--- config.mk ---
export PLATFORM = sky130hd
export DESIGN_NAME = afm_fifo
export DESIGN_NICKNAME = d
export VERILOG_FILES = /design/src/hdl/afm_pkg.sv /design/src/hdl/afm_fifo.sv
export SDC_FILE = /design/constraint.sdc
export NUM_CORES = 1
export LEC_CHECK = 0
export ABC_AREA = 1
export ABC_CLOCK_PERIOD_IN_PS = 10700
export BUFFER_PORTS_ARGS = -buffer_cell sky130_fd_sc_hd__buf_2
export CORE_ASPECT_RATIO = 2
export CORE_MARGIN = 1
export CORE_UTILIZATION = 54
export CTS_BUF_LIST = sky130_fd_sc_hd__clkbuf_2
export DETAILED_ROUTE_END_ITERATION = 8
export GPL_TIMING_DRIVEN = 0
export PLACE_DENSITY = 0.86
export SLEW_MARGIN = 20
export SYNTH_ARGS = -nofsm -noshare
export SYNTH_HDL_FRONTEND = slang
export SYNTH_SLANG_ARGS = --single-unit
--- constraint.sdc ---
create_clock -name clk_i -period 10.7 [get_ports clk_i]
set_clock_uncertainty 0.05 [all_clocks]
set_input_delay 2.14 -clock clk_i [delete_from_list [all_inputs] [get_ports clk_i]]
set_output_delay 2.14 -clock clk_i [all_outputs]
set_load 0.01 [all_outputs]
--- src/hdl/afm_pkg.sv ---
package afm_pkg;

  // Grid size of the field map.
  localparam int unsigned GRID_R    = 256;
  localparam int unsigned GRID_Z    = 512;
  localparam int unsigned MEM_DEPTH = GRID_R * GRID_Z;
  localparam int unsigned IX_W      = $clog2(GRID_R);
  localparam int unsigned IZ_W      = $clog2(GRID_Z);
  localparam int unsigned ADDR_W    = $clog2(MEM_DEPTH);

  // Field widths of the stream items.
  localparam int unsigned POS_W      = 24;
  localparam int unsigned FLD_W      = 24;
  localparam int unsigned OUT_W      = 28;
  localparam int unsigned STEP_W     = 16;
  localparam int unsigned IN_DATA_W  = 3 * POS_W + 2 * FLD_W;
  localparam int unsigned OUT_DATA_W = ((3 * OUT_W + 7) / 8) * 8;

  // Internal datapath widths.
  localparam int unsigned NUM_W  = 28;  // cell index dividends
  localparam int unsigned DD_W   = 62;  // divider dividend
  localparam int unsigned DV_W   = 34;  // divider divisor
  localparam int unsigned CNT_W  = 6;   // divider bit counter
  localparam int unsigned MUL_W  = 34;  // multiplier operands
  localparam int unsigned PROD_W = 58;  // kept product bits
  localparam int unsigned ACC_W  = 58;  // interpolation sums
  localparam int unsigned SQ_W   = 48;  // x*x + y*y
  localparam int unsigned RAD_W  = 24;  // radius
  localparam int unsigned WGT_W  = 2 * STEP_W + 1;

  // Bits processed by the divider for each kind of division.
  localparam logic [CNT_W-1:0] NB_LOAD = CNT_W'(28);
  localparam logic [CNT_W-1:0] NB_CELL = CNT_W'(27);
  localparam logic [CNT_W-1:0] NB_NORM = CNT_W'(61);
  localparam logic [CNT_W-1:0] NB_ROT  = CNT_W'(54);

  localparam int unsigned FIFO_DEPTH = 2;  // power of two
  localparam int unsigned FIFO_PTR_W = $clog2(FIFO_DEPTH);
  localparam int unsigned FIFO_CNT_W = $clog2(FIFO_DEPTH + 1);

  localparam int unsigned CFG_IDX_W  = 3;
  localparam int unsigned CFG_DATA_W = 24;

  typedef enum logic [CFG_IDX_W-1:0] {
    REG_RADIAL_STEP,
    REG_RADIAL_START,
    REG_AXIAL_STEP,
    REG_AXIAL_START,
    REG_AXIAL_CENTER
  } cfg_reg_e;

  typedef enum logic {
    CMD_LOAD  = 1'b0,
    CMD_QUERY = 1'b1
  } cmd_e;

  typedef enum logic [1:0] {
    ST_INSIDE,
    ST_OUTSIDE,
    ST_STORED,
    ST_BAD_INDEX
  } status_e;

  typedef struct packed {
    logic        [STEP_W-1:0] radial_step;
    logic signed [POS_W-1:0]  radial_start;
    logic        [STEP_W-1:0] axial_step;
    logic signed [POS_W-1:0]  axial_start;
    logic signed [POS_W-1:0]  axial_center;
  } cfg_t;

  typedef struct packed {
    cmd_e                    cmd;
    logic signed [POS_W-1:0] pos_x;
    logic signed [POS_W-1:0] pos_y;
    logic signed [NUM_W-1:0] num_r;  // load only: 2*(r - start) + step
    logic signed [NUM_W-1:0] num_z;  // load: 2*(z - start) + step, query: z offset
    logic signed [FLD_W-1:0] field_r;
    logic signed [FLD_W-1:0] field_z;
  } item_t;

  typedef struct packed {
    logic                   start;
    logic signed [DD_W-1:0] dividend;
    logic        [DV_W-1:0] divisor;
    logic        [CNT_W-1:0] nbits;
  } div_req_t;

  typedef struct packed {
    logic                   busy;
    logic                   done;
    logic signed [DD_W-1:0] quot;
    logic        [DV_W-1:0] rem;
  } div_rsp_t;

  typedef enum logic [4:0] {
    S_IDLE, S_LD_R, S_LD_Z, S_LD_ST, S_LD_WR,
    S_SQX, S_SQY, S_SQA, S_SQRT, S_QR, S_QZ, S_QCHK,
    S_CW, S_CR, S_CZ, S_CA, S_NM, S_FZ, S_FR, S_BR,
    S_DX, S_FX, S_DY, S_FY, S_DIVW, S_OUT
  } bk_state_e;

  // A step of zero behaves as a step of one.
  function automatic logic [STEP_W-1:0] step_eff(logic [STEP_W-1:0] s);
    return (s == '0) ? STEP_W'(1) : s;
  endfunction

endpackage

--- src/hdl/afm_fifo.sv ---
module afm_fifo (
  input  logic           clk_i,
  input  logic           rst_ni,
  input  logic           push_i,
  input  afm_pkg::item_t push_item_i,
  input  logic           pop_i,
  output afm_pkg::item_t head_o,
  output logic           empty_o,
  output logic           full_o
);
  import afm_pkg::*;

  item_t                 slot_q [FIFO_DEPTH];
  logic [FIFO_PTR_W-1:0] wptr_q, rptr_q;
  logic [FIFO_CNT_W-1:0] cnt_q;
  logic                  do_push, do_pop;

  assign empty_o = (cnt_q == '0);
  assign full_o  = (cnt_q == FIFO_CNT_W'(FIFO_DEPTH));
  assign do_push = push_i && !full_o;
  assign do_pop  = pop_i && !empty_o;
  assign head_o  = slot_q[rptr_q];

  always_ff @(posedge clk_i or negedge rst_ni) begin
    if (!rst_ni) begin
      wptr_q <= '0;
      rptr_q <= '0;
      cnt_q  <= '0;
    end else begin
      if (do_push) wptr_q <= wptr_q + FIFO_PTR_W'(1);
      if (do_pop)  rptr_q <= rptr_q + FIFO_PTR_W'(1);
      if (do_push && !do_pop) cnt_q <= cnt_q + FIFO_CNT_W'(1);
      else if (do_pop && !do_push) cnt_q <= cnt_q - FIFO_CNT_W'(1);
    end
  end

  always_ff @(posedge clk_i) begin
    if (do_push) slot_q[wptr_q] <= push_item_i;
  end

endmodule

==> results.cfg <==
[finish]
fin_nets = 1369
layout_common_cells = 468 x nand2_1, 328 x buf_2, 306 x edfxtp_1
syn2layout_area_growth_pct = 23.2
instances_no_fill = 1536
final_common_cell = nand2_1
final_util_pct = 68.1
drive_gt1_share_pct = 34.4

[critical_path]
cp.required_ps = 8510
startpoint_type = register
crit_slowest_cell = dfrtp_1
cp_data_arrival_time_ps = 2330
path_class = register to primary output
crit_fanout = 10
cp_cell_sequence = inv_2 > buf_2 > buf_2 > nand2_1 > nand2_1 > buf_2
cp_slowest_stage_delay_ps = 400
crit_top_cell = buf_2
endpoint_kind = primary output

[clock_network]
cts_hold_buf = 0
cts_setup_buffers = 0
cts_tree = done
ctsResizeCount = 0
clk_path_buf_depth = 3
cts_root_buf = clkbuf_2
cts_sinks = 310
htree_levels = 2
clk_latency_ps = 830
numCtsBuffers = 61
path_clk_slew_ps = 110

[sta]
min_period_over_period_pct = 42.3
relSlewSlack_pct = 62.8
fin_ws_ps = 6180
slew_viol_final = 0
setup_violations = 0
worstMarginPinSlew_ps = 556
rsz0062_at_grt = no
finalHoldViolCount = 0
clock.fmax_mhz = 221
period_needed_ps = 4520

[synth]
synth.cell_area_mm2 = 0.0113
synth_top_family_by_area = simple AND/OR/NAND/NOR gates
synth_xor_area_share_pct = 0.0774
ys_types = 15
synth_warnings = 0
yosys.area_share.simple_pct = 15.8
synth_nets = 988
synth-adder-area-share_pct = 0.111
synthMuxAreaShare_pct = 0
synth_seq_area_share_pct = 82.1
synth_seq_cells = 310
avgSynthCellArea_um2 = 13.6
syn_inst = 830
synth-compound-area-share_pct = 0.0885

[floorplan]
start_util_pct = 55.3
core_region_area_mm2 = 0.0205
dieArea_mm2 = 0.0216
die_h_um = 207
die_x_um = 104
rows = 74
ios = 312

[route]
via_per_inst = 4.90
vias = 7534
ant_nets = 0
drt-wirelength-per-cell_um = 16.6
dr.pass1.iters = 5
drt-total-wl_mm = 25.5
drc = 0
drtIter0Drc = 308

[global_route]
grt_max_degree = 93
grt_pass1_wl_mm = 36.7
grt-ovfl-total = 0
grt_pass1_vias = 7509
track_usage_pct = 22.7
antenna_found_initial = 11

[placed_design]
place.gp.congestion = 0.771
dp_slack_ps = 6760
dp_cells = 1414
port_buffers = 311
hpwl_mm = 17.7

[power]
p_per_area_mw_per_mm2 = 263
p_leak_uw = 0.00618
ir_drop_mv = 0.184

[job]
maxCapViolations = 0

[status]
status = finished, final reports clean

[worst_hold_path]
min_path_type = register to register
-- critical path: cells and delay by family, from the launching register on --
kind,cells,cell delay (ps)
buffers and inverters,4,920
flip-flops,1,400
AND/OR/NAND/NOR,2,180
-- report_power, final --
part           leakage (uW)  switching [uW]  internal, uW
Clock              0.000402             419           212
Sequential          0.00290            65.9          1650
Combinational       0.00288             873           443
Total               0.00618            1360          2300
-- final timing paths --
kind / startpoint / end / slack (ps) / depth (start not counted)
setup / recovery: rptr_q / head_o[120] / 6180 / 6
hold / removal: wptr_q / wptr_q / 450 / 2
setup reg to reg: cnt_q[1] / slot_q[1][39] / 8440 / 6
hold reg to reg: wptr_q / wptr_q / 450 / 2
max in group asynchronous: rst_ni / wptr_q / 9430 / 1
min in group asynchronous: rst_ni / cnt_q[0] / 1040 / 1
-- synthesized netlist by cell type --
cell      number  area [um2]
nand2_1      468        1760
clkbuf_1       9        33.8
inv_2          1        3.75
inv_1          7        26.3
buf_4          7        52.6
buf_2         17        85.1
nand4_1        1        6.26
o21ai_0        2        10.0
ha_1           1        12.5
nand3b_1       1        7.51
edfxtp_1     306        9190
xnor2_1        1        8.76
nand3_1        1        5.00
nor2_1         4        15.0
dfrtp_1        4         100
-- sequential cells by signal (all words and copies together) (netlist names) --
register	cells
rptr_q	1
wptr_q	1
cnt_q	2
slot_q	306
-- layout make-up --
type | instances | area (um2)
antenna | 10 | 25.0
buffer | 33 | 171
clock buffer | 82 | 410
clock inverter | 30 | 119
fill | 1481 | 6520
inverter | 8 | 37.5
multi-input combinational | 479 | 1830
sequential | 310 | 9290
tap | 266 | 333
timing repair buffer | 318 | 1730
-- stage by stage --
step	hold slack, ps	TNS [ps]	area, um2	power [uW]
finish	450	0	13900	3660
global route	472	0	13900	3880
CTS	445	0	13900	3700
detailed placement	417	0	13400	3070
global placement	412	-285260	13200	3050
floorplan	399	0	11300	2510
-- layer usage --
metal | vias to the layer above | global-route usage (%) | share of wire, %
met5 | - | 0 | 0.051
met4 | 2 | 15.4 | 4.9
met3 | 87 | 4.52 | 5.9
met2 | 307 | 44.0 | 57
met1 | 3528 | 21.0 | 32
li1 | 3610 | - | -
-- cells by family after synthesis --
logic type / after synthesis
AND/OR/NAND/NOR: 475
flip-flops: 310
buffers and inverters: 41
AO/OA/AOI/OAI: 2
XOR/XNOR: 1
adder cells (fa/ha/maj): 1
Power figures use the tool's default switching activity.
