===== src/hdl/afm_pkg.sv =====
package afm_pkg;

  // Grid size of the field map.
  localparam int unsigned GRID_R    = 256;
  localparam int unsigned GRID_Z    = 512;
  localparam int unsigned MEM_DEPTH = GRID_R * GRID_Z;
  localparam int unsigned IX_W      = $clog2(GRID_R);
  localparam int unsigned IZ_W      = $clog2(GRID_Z);
  localparam int unsigned ADDR_W    = $clog2(MEM_DEPTH);

  // Field widths of the stream items.
  localparam int unsigned POS_W      = 24;
  localparam int unsigned FLD_W      = 24;
  localparam int unsigned OUT_W      = 28;
  localparam int unsigned STEP_W     = 16;
  localparam int unsigned IN_DATA_W  = 3 * POS_W + 2 * FLD_W;
  localparam int unsigned OUT_DATA_W = ((3 * OUT_W + 7) / 8) * 8;

  // Internal datapath widths.
  localparam int unsigned NUM_W  = 28;  // cell index dividends
  localparam int unsigned DD_W   = 62;  // divider dividend
  localparam int unsigned DV_W   = 34;  // divider divisor
  localparam int unsigned CNT_W  = 6;   // divider bit counter
  localparam int unsigned MUL_W  = 34;  // multiplier operands
  localparam int unsigned PROD_W = 58;  // kept product bits
  localparam int unsigned ACC_W  = 58;  // interpolation sums
  localparam int unsigned SQ_W   = 48;  // x*x + y*y
  localparam int unsigned RAD_W  = 24;  // radius
  localparam int unsigned WGT_W  = 2 * STEP_W + 1;

  // Bits processed by the divider for each kind of division.
  localparam logic [CNT_W-1:0] NB_LOAD = CNT_W'(28);
  localparam logic [CNT_W-1:0] NB_CELL = CNT_W'(27);
  localparam logic [CNT_W-1:0] NB_NORM = CNT_W'(61);
  localparam logic [CNT_W-1:0] NB_ROT  = CNT_W'(54);

  localparam int unsigned FIFO_DEPTH = 2;  // power of two
  localparam int unsigned FIFO_PTR_W = $clog2(FIFO_DEPTH);
  localparam int unsigned FIFO_CNT_W = $clog2(FIFO_DEPTH + 1);

  localparam int unsigned CFG_IDX_W  = 3;
  localparam int unsigned CFG_DATA_W = 24;

  typedef enum logic [CFG_IDX_W-1:0] {
    REG_RADIAL_STEP,
    REG_RADIAL_START,
    REG_AXIAL_STEP,
    REG_AXIAL_START,
    REG_AXIAL_CENTER
  } cfg_reg_e;

  typedef enum logic {
    CMD_LOAD  = 1'b0,
    CMD_QUERY = 1'b1
  } cmd_e;

  typedef enum logic [1:0] {
    ST_INSIDE,
    ST_OUTSIDE,
    ST_STORED,
    ST_BAD_INDEX
  } status_e;

  typedef struct packed {
    logic        [STEP_W-1:0] radial_step;
    logic signed [POS_W-1:0]  radial_start;
    logic        [STEP_W-1:0] axial_step;
    logic signed [POS_W-1:0]  axial_start;
    logic signed [POS_W-1:0]  axial_center;
  } cfg_t;

  typedef struct packed {
    cmd_e                    cmd;
    logic signed [POS_W-1:0] pos_x;
    logic signed [POS_W-1:0] pos_y;
    logic signed [NUM_W-1:0] num_r;  // load only: 2*(r - start) + step
    logic signed [NUM_W-1:0] num_z;  // load: 2*(z - start) + step, query: z offset
    logic signed [FLD_W-1:0] field_r;
    logic signed [FLD_W-1:0] field_z;
  } item_t;

  typedef struct packed {
    logic                   start;
    logic signed [DD_W-1:0] dividend;
    logic        [DV_W-1:0] divisor;
    logic        [CNT_W-1:0] nbits;
  } div_req_t;

  typedef struct packed {
    logic                   busy;
    logic                   done;
    logic signed [DD_W-1:0] quot;
    logic        [DV_W-1:0] rem;
  } div_rsp_t;

  typedef enum logic [4:0] {
    S_IDLE, S_LD_R, S_LD_Z, S_LD_ST, S_LD_WR,
    S_SQX, S_SQY, S_SQA, S_SQRT, S_QR, S_QZ, S_QCHK,
    S_CW, S_CR, S_CZ, S_CA, S_NM, S_FZ, S_FR, S_BR,
    S_DX, S_FX, S_DY, S_FY, S_DIVW, S_OUT
  } bk_state_e;

  // A step of zero behaves as a step of one.
  function automatic logic [STEP_W-1:0] step_eff(logic [STEP_W-1:0] s);
    return (s == '0) ? STEP_W'(1) : s;
  endfunction

endpackage


===== src/hdl/afm_front.sv =====
module afm_front (
  input  logic                               s_axis_tvalid,
  output logic                               s_axis_tready,
  // pos_x, pos_y, pos_z, load_field_r, load_field_z
  input  logic [afm_pkg::IN_DATA_W-1:0]      s_axis_tdata,
  // command
  input  logic [0:0]                         s_axis_tuser,
  input  afm_pkg::cfg_t                      cfg_i,
  input  logic                               fifo_full_i,
  output logic                               push_o,
  output afm_pkg::item_t                     item_o
);
  import afm_pkg::*;

  logic signed [POS_W-1:0] x, y, z;
  logic [STEP_W-1:0]       sr, sz;
  logic signed [NUM_W-1:0] load_r, load_z, query_z;

  assign x  = $signed(s_axis_tdata[POS_W-1:0]);
  assign y  = $signed(s_axis_tdata[2*POS_W-1:POS_W]);
  assign z  = $signed(s_axis_tdata[3*POS_W-1:2*POS_W]);
  assign sr = step_eff(cfg_i.radial_step);
  assign sz = step_eff(cfg_i.axial_step);

  // Load points round to the nearest cell: floor((2*d + step) / (2*step)).
  assign load_r = ((NUM_W'(x) - NUM_W'(cfg_i.radial_start)) <<< 1)
                + NUM_W'($signed({1'b0, sr}));
  assign load_z = ((NUM_W'(z) - NUM_W'(cfg_i.axial_start)) <<< 1)
                + NUM_W'($signed({1'b0, sz}));
  // Queries are relative to the center and truncate to a cell.
  assign query_z = NUM_W'(z) + NUM_W'(cfg_i.axial_center) - NUM_W'(cfg_i.axial_start);

  assign s_axis_tready = !fifo_full_i;
  assign push_o        = s_axis_tvalid && !fifo_full_i;

  always_comb begin
    item_o.cmd     = cmd_e'(s_axis_tuser[0]);
    item_o.pos_x   = x;
    item_o.pos_y   = y;
    item_o.num_r   = (s_axis_tuser[0] == CMD_LOAD) ? load_r : '0;
    item_o.num_z   = (s_axis_tuser[0] == CMD_LOAD) ? load_z : query_z;
    item_o.field_r = $signed(s_axis_tdata[3*POS_W+FLD_W-1:3*POS_W]);
    item_o.field_z = $signed(s_axis_tdata[3*POS_W+2*FLD_W-1:3*POS_W+FLD_W]);
  end

endmodule


===== config.mk =====
export PLATFORM = sky130hd
export DESIGN_NAME = afm_front
export DESIGN_NICKNAME = d
export VERILOG_FILES = /design/src/hdl/afm_pkg.sv /design/src/hdl/afm_front.sv
export SDC_FILE = /design/constraint.sdc
export NUM_CORES = 1
export LEC_CHECK = 0
export BUFFER_PORTS_ARGS = -buffer_cell sky130_fd_sc_hd__buf_4
export CAP_MARGIN = 20
export CORE_AREA = 2 2 149 151
export DETAILED_ROUTE_END_ITERATION = 6
export DIE_AREA = 0 0 151 153
export GPL_TIMING_DRIVEN = 0
export PLACE_DENSITY = 0.66
export SLEW_MARGIN = 10
export SYNTH_ARGS = -nofsm -noshare
export SYNTH_HDL_FRONTEND = slang
export SYNTH_SLANG_ARGS = --single-unit

===== constraint.sdc =====
create_clock -name vclk -period 5.9
set_input_delay 0.885 -clock vclk [all_inputs]
set_output_delay 0.885 -clock vclk [all_outputs]
set_load 0.05 [all_outputs]

==> flow_metrics.env, run 1 <==
export IMPL_synthDistinctLibCells=82
export IMPL_antenna_cells=0
export IMPL_syn2layout_area_growth_pct=35.45
export IMPL_die_w_um=151
export IMPL_regArea_um2=0
export IMPL_synth_compound_area_share_pct=25.30
export IMPL_wirelength_mm=24.03
export IMPL_min_path_type="input port to output port"
export IMPL_synthXorXnorAreaFrac_pct=9.796
export IMPL_dpl_hpwl_mm=21.26
export IMPL_final_max_slew_viol_count=0
export IMPL_leakage_uw=0.005598
export IMPL_clock_buffers=0
export IMPL_worst_setup_path_type="input port to output port"
export IMPL_die_height_um=153
export IMPL_antenna_found_initial=0
export IMPL_ir_drop_v=0.0002198
export IMPL_arrival_ns=4.79
export IMPL_ys_warn_count=0
export IMPL_core_area_um2=21490
export IMPL_final_hold_viol_count=0
export IMPL_grtUsageTotal_pct=19.31
export IMPL_routed_via_count=8450
export IMPL_synthCells=1117
export IMPL_rsz0062_at_grt="no"
export IMPL_first_pass_iters=4
export IMPL_powerDensity_nw_per_um2=205.5
export IMPL_final_min_clock_period_ns=5.674
export IMPL_multiInputGateArea_um2=6225
export IMPL_synth_fa_ha_area_share_pct=24.05
export IMPL_crit_path_end_kind="output port"
export IMPL_synth_fp_nets=1476
export IMPL_fin_tns_setup_ns=0
export IMPL_drt_initial_drc_count=289
export IMPL_n_fill_cell=2232
export IMPL_syn_cell_area_um2=7740
export IMPL_synthSimpleGateAreaFrac_pct=19.64
export IMPL_pin_count=382
export IMPL_syn_avg_cell_area_um2=6.929
export IMPL_synthTopCellsByArea="ha_1 17%, buf_4 9.6%, inv_1 8.4%, fa_1 7.2%, a21oi_1 5.1%"
export IMPL_maxCapViolations=0
export IMPL_numSequentialCells=0
export IMPL_detail_route_wl_per_cell_um=14.06
export IMPL_finalSetupViolations=0
export IMPL_worstSetupStartpointType="input port"
export IMPL_synth_top_area_cell="ha_1"
export IMPL_grt_pass1_wl_mm=37.39
export IMPL_gr_total_overflow=0
export IMPL_muxShareOfSynthArea_pct=0.9699
export IMPL_std_cell_rows=54
export IMPL_drive_gt1_share_pct=32.61
export IMPL_grt_pass1_vias=7880
export IMPL_io_buffers=310
export IMPL_finalCritPeriodShare_pct=96.17
export IMPL_start_util_pct=36.02
export IMPL_gp_congestion=0.8889
export IMPL_fin_nets=1790
export IMPL_clock_fmax_mhz=176.2
export IMPL_critPathMaxFanout=6
export IMPL_via_per_inst=4.944
export IMPL_yosysTopAreaCellShare_pct=16.81
export IMPL_seq_area_frac_synth_pct=0
export IMPL_slew_headroom_pct=42.16
export IMPL_dieArea_um2=23100
export IMPL_grt_max_degree=11
export IMPL_synth_top_family_by_area="compound AO/OA/AOI/OAI gates"
export IMPL_worst_slew_pin_slew_ns=0.8457
export IMPL_run_status="finished, final reports clean"
export IMPL_finish_utilization_pct=48.79
export IMPL_critical_path_required_ns=5.02
export IMPL_ant_nets=0
export IMPL_drc=0
-- metal layers --
metal  track usage (%)  vias to the layer above  part of all wire (%)
met2             36.30                      261                    51
met4             2.359                        0                   1.4
met1             24.74                     3845                    42
met5                 0                        -                     0
li1                  -                     4328                     -
met3            0.9552                       16                   6.2
-- path summary, 6_finish.rpt --
| path | startpoint | endpoint | slack (ns) | cells after the start |
|---|---|---|---|---|
| max | s_axis_tdata[48] | item_o[70] | 0.23 | 20 |
| min | s_axis_tdata[115] | item_o[19] | 2.02 | 2 |
-- Yosys cell counts, drive strengths merged, types with 6 or more instances --
cell type  number
inv           173
buf           104
ha            104
a21oi          80
nor2           77
nand2          63
o21ai          59
xnor2          47
clkbuf         41
xor2           37
a21o           33
fa             28
nor3           27
and3           19
nand2b         18
nand3          17
a211oi         15
o21a           15
nor2b          12
nand4          11
nor4           11
o211ai         11
o21bai         10
o31ai          10
or3            10
a31oi           8
or2             7
o2111ai         6
-- cells in the final DEF (no fill, tap or decap), drive strengths merged, types with 4 or more instances in the layout --
master	n
and3	19
xnor2	47
o31ai	10
fa	28
xor2	37
o211ai	11
nor4	11
inv	173
nand3	17
o31a	4
nand3b	4
nand2	63
or2	7
nand4	11
nor3	27
nand2b	18
nor3b	5
nor2b	12
o2111ai	6
or3	10
o21bai	10
clkbuf	41
o21a	15
ha	104
buf	416
o21ai	59
a21o	33
a211oi	15
and2	5
a31oi	8
nor2	77
a21oi	80
mux2	4
-- final cells by class --
| cell class | count | area share (%) |
|---|---|---|
| inverters | 173 | 6.194 |
| well taps | 280 | 3.342 |
| plain buffers | 145 | 8.748 |
| repair buffers | 312 | 22.34 |
| multi-input cells | 799 | 59.37 |
-- critical path: stages --
cell       delay [ns]
buf_4            0.09
inv_1            0.04
ha_1             0.21
fa_1             0.44
nor2b_4          0.16
o31a_1           0.20
o2111ai_2        0.21
a21oi_2          0.24
o21ai_0          0.10
nand2b_1         0.09
xor2_1           0.23
ha_1             0.34
a21oi_1          0.20
o21ai_2          0.10
o31ai_2          0.36
nor3b_4          0.13
nor2b_2          0.18
xnor2_1          0.11
mux2_2           0.26
buf_4            0.19
-- kinds of logic after synthesis --
kind of cell	Yosys count
AO/OA/AOI/OAI	283
adder cells (fa/ha/maj)	132
XOR/XNOR	84
buffers and inverters	318
AND/OR/NAND/NOR	293
multiplexers	7
-- through the flow --
step           hold slack (ns)  total power (µW)  setup slack, ns  instances  cell area [µm²]
2_1_floorplan            1.937              1566          0.08833       1117             7740
3_3_place_gp             2.024              2113          0.02386       1707            10420
3_5_place_dp             2.025              2127         0.009938       1707            10420
4_1_cts                  2.025              2139          0.03414       1707            10420
5_1_grt                  2.026              2340          0.01102       1709            10480
6_report                 2.024              2155           0.2258       1709            10480
-- timing repair --
action	in CTS	in global routing
pin swaps	0	3
endpoints found under the setup margin	3	16
gates resized for setup	1	11
hold buffers	0	0
setup buffers	0	2
-- where the power goes --
group | internal, µW | switching [µW]
Combinational | 814 | 1340
Sequential | 0 | 0
Clock | 0 | 0
Power figures use the tool's default switching activity.
==> run 2: changes to the inputs <==
--- a/config.mk
+++ b/config.mk
@@ -11,7 +11,7 @@
 export DETAILED_ROUTE_END_ITERATION = 6
 export DIE_AREA = 0 0 151 153
 export GPL_TIMING_DRIVEN = 0
-export PLACE_DENSITY = 0.66
+export PLACE_DENSITY = 0.65
 export SLEW_MARGIN = 10
 export SYNTH_ARGS = -nofsm -noshare
 export SYNTH_HDL_FRONTEND = slang
==> run 2 against run 1 <==
Combinational power is essentially flat. Critical path depth grew 1. Critical path type unchanged. Count of clock-buffer cells in the layout unchanged. Routed wire length shrank 2.2%. Sequential share of layout area unchanged. First-iteration DRC count grew 26%. Final area barely moved. Non-clock buffer count rose by 1. Setup slack better by 0.066 ns. Via count decreased by 1.9%. Critical endpoint is now item_o[71]. Highest routed layer unchanged. Core utilization hardly changed. Die area unchanged.
==> flow_metrics.env, run 2 (synthesized netlist as in run 1, its figures left out) <==
export IMPL_stdcell_count=1710
export IMPL_detail_route_wl_per_cell_um=13.75
export IMPL_regArea_um2=0
export IMPL_dr_wl_met3_mm=1.452
export IMPL_critPathMaxFanout=5
export IMPL_powerDensity_nw_per_um2=205.2
export IMPL_core_area_um2=21490
export IMPL_via_per_inst=4.848
export IMPL_min_path_cells=2
export IMPL_min_to="item_o[42]"
export IMPL_die_height_um=153
export IMPL_post_place_cells=1707
export IMPL_final_max_slew_viol_count=0
export IMPL_numSequentialCells=0
export IMPL_wirelength_mm=23.50
export IMPL_syn2layout_area_growth_pct=35.55
export IMPL_final_common_cell="buf_4"
export IMPL_ir_drop_v=0.0001751
export IMPL_min_path_type="input port to output port"
export IMPL_finalSetupViolations=0
export IMPL_antenna_cells=0
export IMPL_run_status="finished, final reports clean"
export IMPL_maxCapViolations=0
export IMPL_min_from="s_axis_tdata[90]"
export IMPL_power_uw=2153
export IMPL_std_cell_rows=54
export IMPL_routed_via_count=8290
export IMPL_first_pass_iters=5
export IMPL_final_hold_viol_count=0
export IMPL_path_cells="buf_4 -> inv_1 -> ha_1 -> fa_1 -> nor2b_4 -> o2111ai_1 -> nand2_1 -> nor2_1 -> xnor2_1 -> ha_1 -> o21a_1 -> o21a_1 -> o41a_1 -> a311oi_2 -> a21oi_2 -> a211oi_2 -> nor3b_2 -> buf_4 -> and3b_1 -> o31a_1 -> buf_4"
export IMPL_dieArea_um2=23100
export IMPL_ant_nets=0
export IMPL_grt_pass1_wl_mm=37.29
export IMPL_drc=0
export IMPL_cpMaxStageDelayCell="fa_1"
export IMPL_drt_initial_drc_count=365
export IMPL_final_min_clock_period_ns=5.608
export IMPL_slew_headroom_pct=42.70
export IMPL_gr_total_overflow=0
export IMPL_arrival_ns=4.72
export IMPL_finalCritPeriodShare_pct=95.05
export IMPL_cp_common_cell="buf_4"
export IMPL_hold_buffers=0
export IMPL_drive_gt1_share_pct=32.52
export IMPL_leakage_uw=0.005605
export IMPL_worst_slew_pin_slew_ns=0.8379
export IMPL_critical_path_required_ns=5.02
export IMPL_dpl_hpwl_mm=20.96
export IMPL_worst_setup_path_type="input port to output port"
export IMPL_crit_path_end_kind="output port"
export IMPL_rsz0062_at_grt="no"
export IMPL_pin_count=382
export IMPL_grt_pass1_vias=7968
export IMPL_gp_congestion=0.8805
export IMPL_crit_path_start="s_axis_tdata[48]"
export IMPL_grt_max_degree=11
export IMPL_clock_buffers=0
export IMPL_antenna_found_initial=0
export IMPL_dr_max_layer_used="met4"
export IMPL_worstSetupStartpointType="input port"
export IMPL_cpPeakStageDelay_ns=0.45
export IMPL_wl_met1_mm=9.846
export IMPL_start_util_pct=36.02
export IMPL_layout_common_cells="412 x buf_4, 173 x inv_1, 104 x ha_1, 77 x a21oi_1, 75 x nor2_1"
export IMPL_fin_tns_setup_ns=0
export IMPL_io_buffers=310
export IMPL_met2_length_mm=11.91
export IMPL_grtUsageTotal_pct=19.09
export IMPL_clock_fmax_mhz=178.3
export IMPL_die_w_um=151
export IMPL_fin_nets=1791
run 2: power by group:
| group | internal [µW] | total, µW | leakage [µW] | switching (µW) |
|---|---|---|---|---|
| sequential | 0 | 0 | 0 | 0 |
| combinational | 815 | 2150 | 0.00561 | 1340 |
| clock | 0 | 0 | 0 | 0 |
run 2: critical path: cells and delay by family:
family / cells / cell delay, ns
AO/OA/AOI/OAI: 8 / 1.60
adder cells (fa/ha/maj): 3 / 0.98
XOR/XNOR: 1 / 0.18
buffers and inverters: 4 / 0.50
AND/OR/NAND/NOR: 5 / 0.59
run 2: routing by layer:
layer  up-vias  track usage [%]
met5         -                0
met4         0            2.092
met2       250            36.06
li1       4332                -
met3        18            1.075
met1      3690            24.34
run 2: repair_timing:
item / in CTS / in global routing
resized for setup: 0 / 11
setup buffers: 0 / 3
endpoints found under the setup margin: 0 / 15
run 2: worst max path at each step:
stage / endpoint / slack [ns] / cells after the start
after floorplan: item_o[69] / 0.09 / 19
after global placement: item_o[70] / 0.0002 / 20
after detailed placement: item_o[68] / 0.04 / 20
after CTS: item_o[68] / 0.02 / 20
after global routing: item_o[75] / 0.005 / 20
final: item_o[71] / 0.29 / 21
run 2: area by class of cell:
cell class | instances | area (µm²)
multi-input combinational | 799 | 6225
fill | 2223 | 10990
inverter | 173 | 649.4
tap | 280 | 350.3
buffer | 145 | 917.1
timing repair buffer | 313 | 2350
run 2: metrics by stage:
step | setup WS (ns) | hold WS, ns | utilization (%) | area [µm²]
6_report | 0.2923 | 2.024 | 48.83 | 10490
5_1_grt | 0.005206 | 2.026 | 48.83 | 10490
4_1_cts | 0.01763 | 2.024 | 48.49 | 10420
3_5_place_dp | 0.03569 | 2.025 | 48.49 | 10420
3_3_place_gp | 0.0001563 | 2.024 | 48.49 | 10420
2_1_floorplan | 0.08833 | 1.937 | - | 7740
==> run 3: changes to the inputs <==
--- a/config.mk
+++ b/config.mk
@@ -6,11 +6,11 @@
 export NUM_CORES = 1
 export LEC_CHECK = 0
 export BUFFER_PORTS_ARGS = -buffer_cell sky130_fd_sc_hd__buf_4
-export CAP_MARGIN = 20
 export CORE_AREA = 2 2 149 151
 export DETAILED_ROUTE_END_ITERATION = 6
 export DIE_AREA = 0 0 151 153
 export GPL_TIMING_DRIVEN = 0
+export MAX_ROUTING_LAYER = met4
 export PLACE_DENSITY = 0.65
 export SLEW_MARGIN = 10
 export SYNTH_ARGS = -nofsm -noshare
==> run 3 against run 2 <==
Maximum frequency grew 0.10%. Count of clock-buffer cells in the layout is the same. Non-clock buffer count is the same. Setup slack gained 0.0058 ns. Combinational power is essentially flat. Highest routed layer unchanged. Critical endpoint unchanged.
==> flow_metrics.env, run 3 (synthesized netlist as in run 1, its figures left out) <==
export IMPL_wirelength_mm=23.51
export IMPL_antenna_found_initial=0
export IMPL_clock_buffers=0
export IMPL_start_util_pct=36.02
export IMPL_cp_common_cell="buf_4"
export IMPL_power_uw=2153
export IMPL_numSequentialCells=0
export IMPL_worst_slew_pin_slew_ns=0.8524
export IMPL_std_cell_rows=54
export IMPL_min_path_cells=2
export IMPL_final_hold_viol_count=0
export IMPL_leakage_uw=0.005605
export IMPL_first_pass_iters=5
export IMPL_finalCritPeriodShare_pct=94.95
export IMPL_arrival_ns=4.72
export IMPL_grt_pass1_wl_mm=37.31
export IMPL_cpMaxStageDelayCell="fa_1"
export IMPL_cpPeakStageDelay_ns=0.45
export IMPL_fin_tns_setup_ns=0
export IMPL_dieArea_um2=23100
export IMPL_layout_common_cells="412 x buf_4, 173 x inv_1, 104 x ha_1, 77 x a21oi_1, 75 x nor2_1"
export IMPL_crit_path_end_kind="output port"
export IMPL_dpl_hpwl_mm=20.96
export IMPL_detail_route_wl_per_cell_um=13.75
export IMPL_ir_drop_v=0.0001753
export IMPL_path_cells="buf_4 -> inv_1 -> ha_1 -> fa_1 -> nor2b_4 -> o2111ai_1 -> nand2_1 -> nor2_1 -> xnor2_1 -> ha_1 -> o21a_1 -> o21a_1 -> o41a_1 -> a311oi_2 -> a21oi_2 -> a211oi_2 -> nor3b_2 -> buf_4 -> and3b_1 -> o31a_1 -> buf_4"
export IMPL_critPathMaxFanout=5
export IMPL_final_max_slew_viol_count=0
export IMPL_io_buffers=310
export IMPL_powerDensity_nw_per_um2=205.2
export IMPL_drc=0
export IMPL_min_path_type="input port to output port"
export IMPL_regArea_um2=0
export IMPL_antenna_cells=0
export IMPL_hold_buffers=0
export IMPL_run_status="finished, final reports clean"
export IMPL_fin_ws_ns=0.2981
export IMPL_routed_via_count=8321
export IMPL_ant_nets=0
export IMPL_pin_count=382
export IMPL_grt_pass1_vias=7963
export IMPL_gp_congestion=0.8951
export IMPL_final_common_cell="buf_4"
export IMPL_critical_path_required_ns=5.02
export IMPL_gr_total_overflow=0
export IMPL_drive_gt1_share_pct=32.52
export IMPL_worstSetupStartpointType="input port"
export IMPL_clock_fmax_mhz=178.5
export IMPL_maxCapViolations=0
export IMPL_die_height_um=153
export IMPL_drt_initial_drc_count=341
export IMPL_finalSetupViolations=0
export IMPL_grt_max_degree=11
export IMPL_core_area_um2=21490
export IMPL_final_min_clock_period_ns=5.602
export IMPL_fin_nets=1791
export IMPL_slew_headroom_pct=41.70
export IMPL_worst_setup_path_type="input port to output port"
export IMPL_syn2layout_area_growth_pct=35.55
export IMPL_die_w_um=151
export IMPL_pre_cts_ws_ns=0.03569
export IMPL_grtUsageTotal_pct=19.65
export IMPL_rsz0062_at_grt="no"
export IMPL_via_per_inst=4.866
==> run 3: critical path: cells and delay by family <==
| kind | cells | cell delay (ns) |
|---|---|---|
| buffers and inverters | 4 | 0.49 |
| adders and majority gates | 3 | 0.97 |
| AOI/OAI and AO/OA | 8 | 1.60 |
| xor gates and xnor gates | 1 | 0.17 |
| and+or+nand+nor | 5 | 0.59 |
==> run 3: area by class of cell <==
cell class / count / area [µm²]
fillers: 2223 / 10990
plain buffers: 145 / 917.1
multi-input cells: 799 / 6225
inverters: 173 / 649.4
well taps: 280 / 350.3
repair buffers: 313 / 2350
==> run 3: repair_timing <==
action,4_1_cts,5_1_grt
endpoints found under the setup margin,0,15
gates resized for setup,0,11
buffers inserted,0,3
hold endpoints to repair,0,0
==> run 3: path summary, 6_finish.rpt <==
path | from | end
worst max-delay path | s_axis_tdata[48] | item_o[71]
worst min-delay path | s_axis_tdata[90] | item_o[42]
==> run 3: per-stage QoR <==
stage	instances	cell area [µm²]	util [%]	hold WS, ns
after global placement	1707	10420	48.49	2.024
final	1710	10490	48.83	2.024
after global routing	1710	10490	48.83	2.026
after detailed placement	1707	10420	48.49	2.025
after CTS	1707	10420	48.49	2.024
after floorplan	1117	7740	-	1.937
==> run 3: report_power, final <==
part           total [µW]  switching (µW)  internal [µW]  leakage (µW)
Clock                   0               0              0             0
Combinational        2150            1340            815       0.00561
Sequential              0               0              0             0
==> run 3: metal layers <==
metal  vias to the layer above  part of all wire [%]  global-route usage [%]
met5                         -                     0                       -
met4                         0                   1.3                   2.092
met2                       250                    51                   36.06
met1                      3719                    42                   24.54
met3                        18                   5.9                  0.7761
li1                       4334                     -                       -
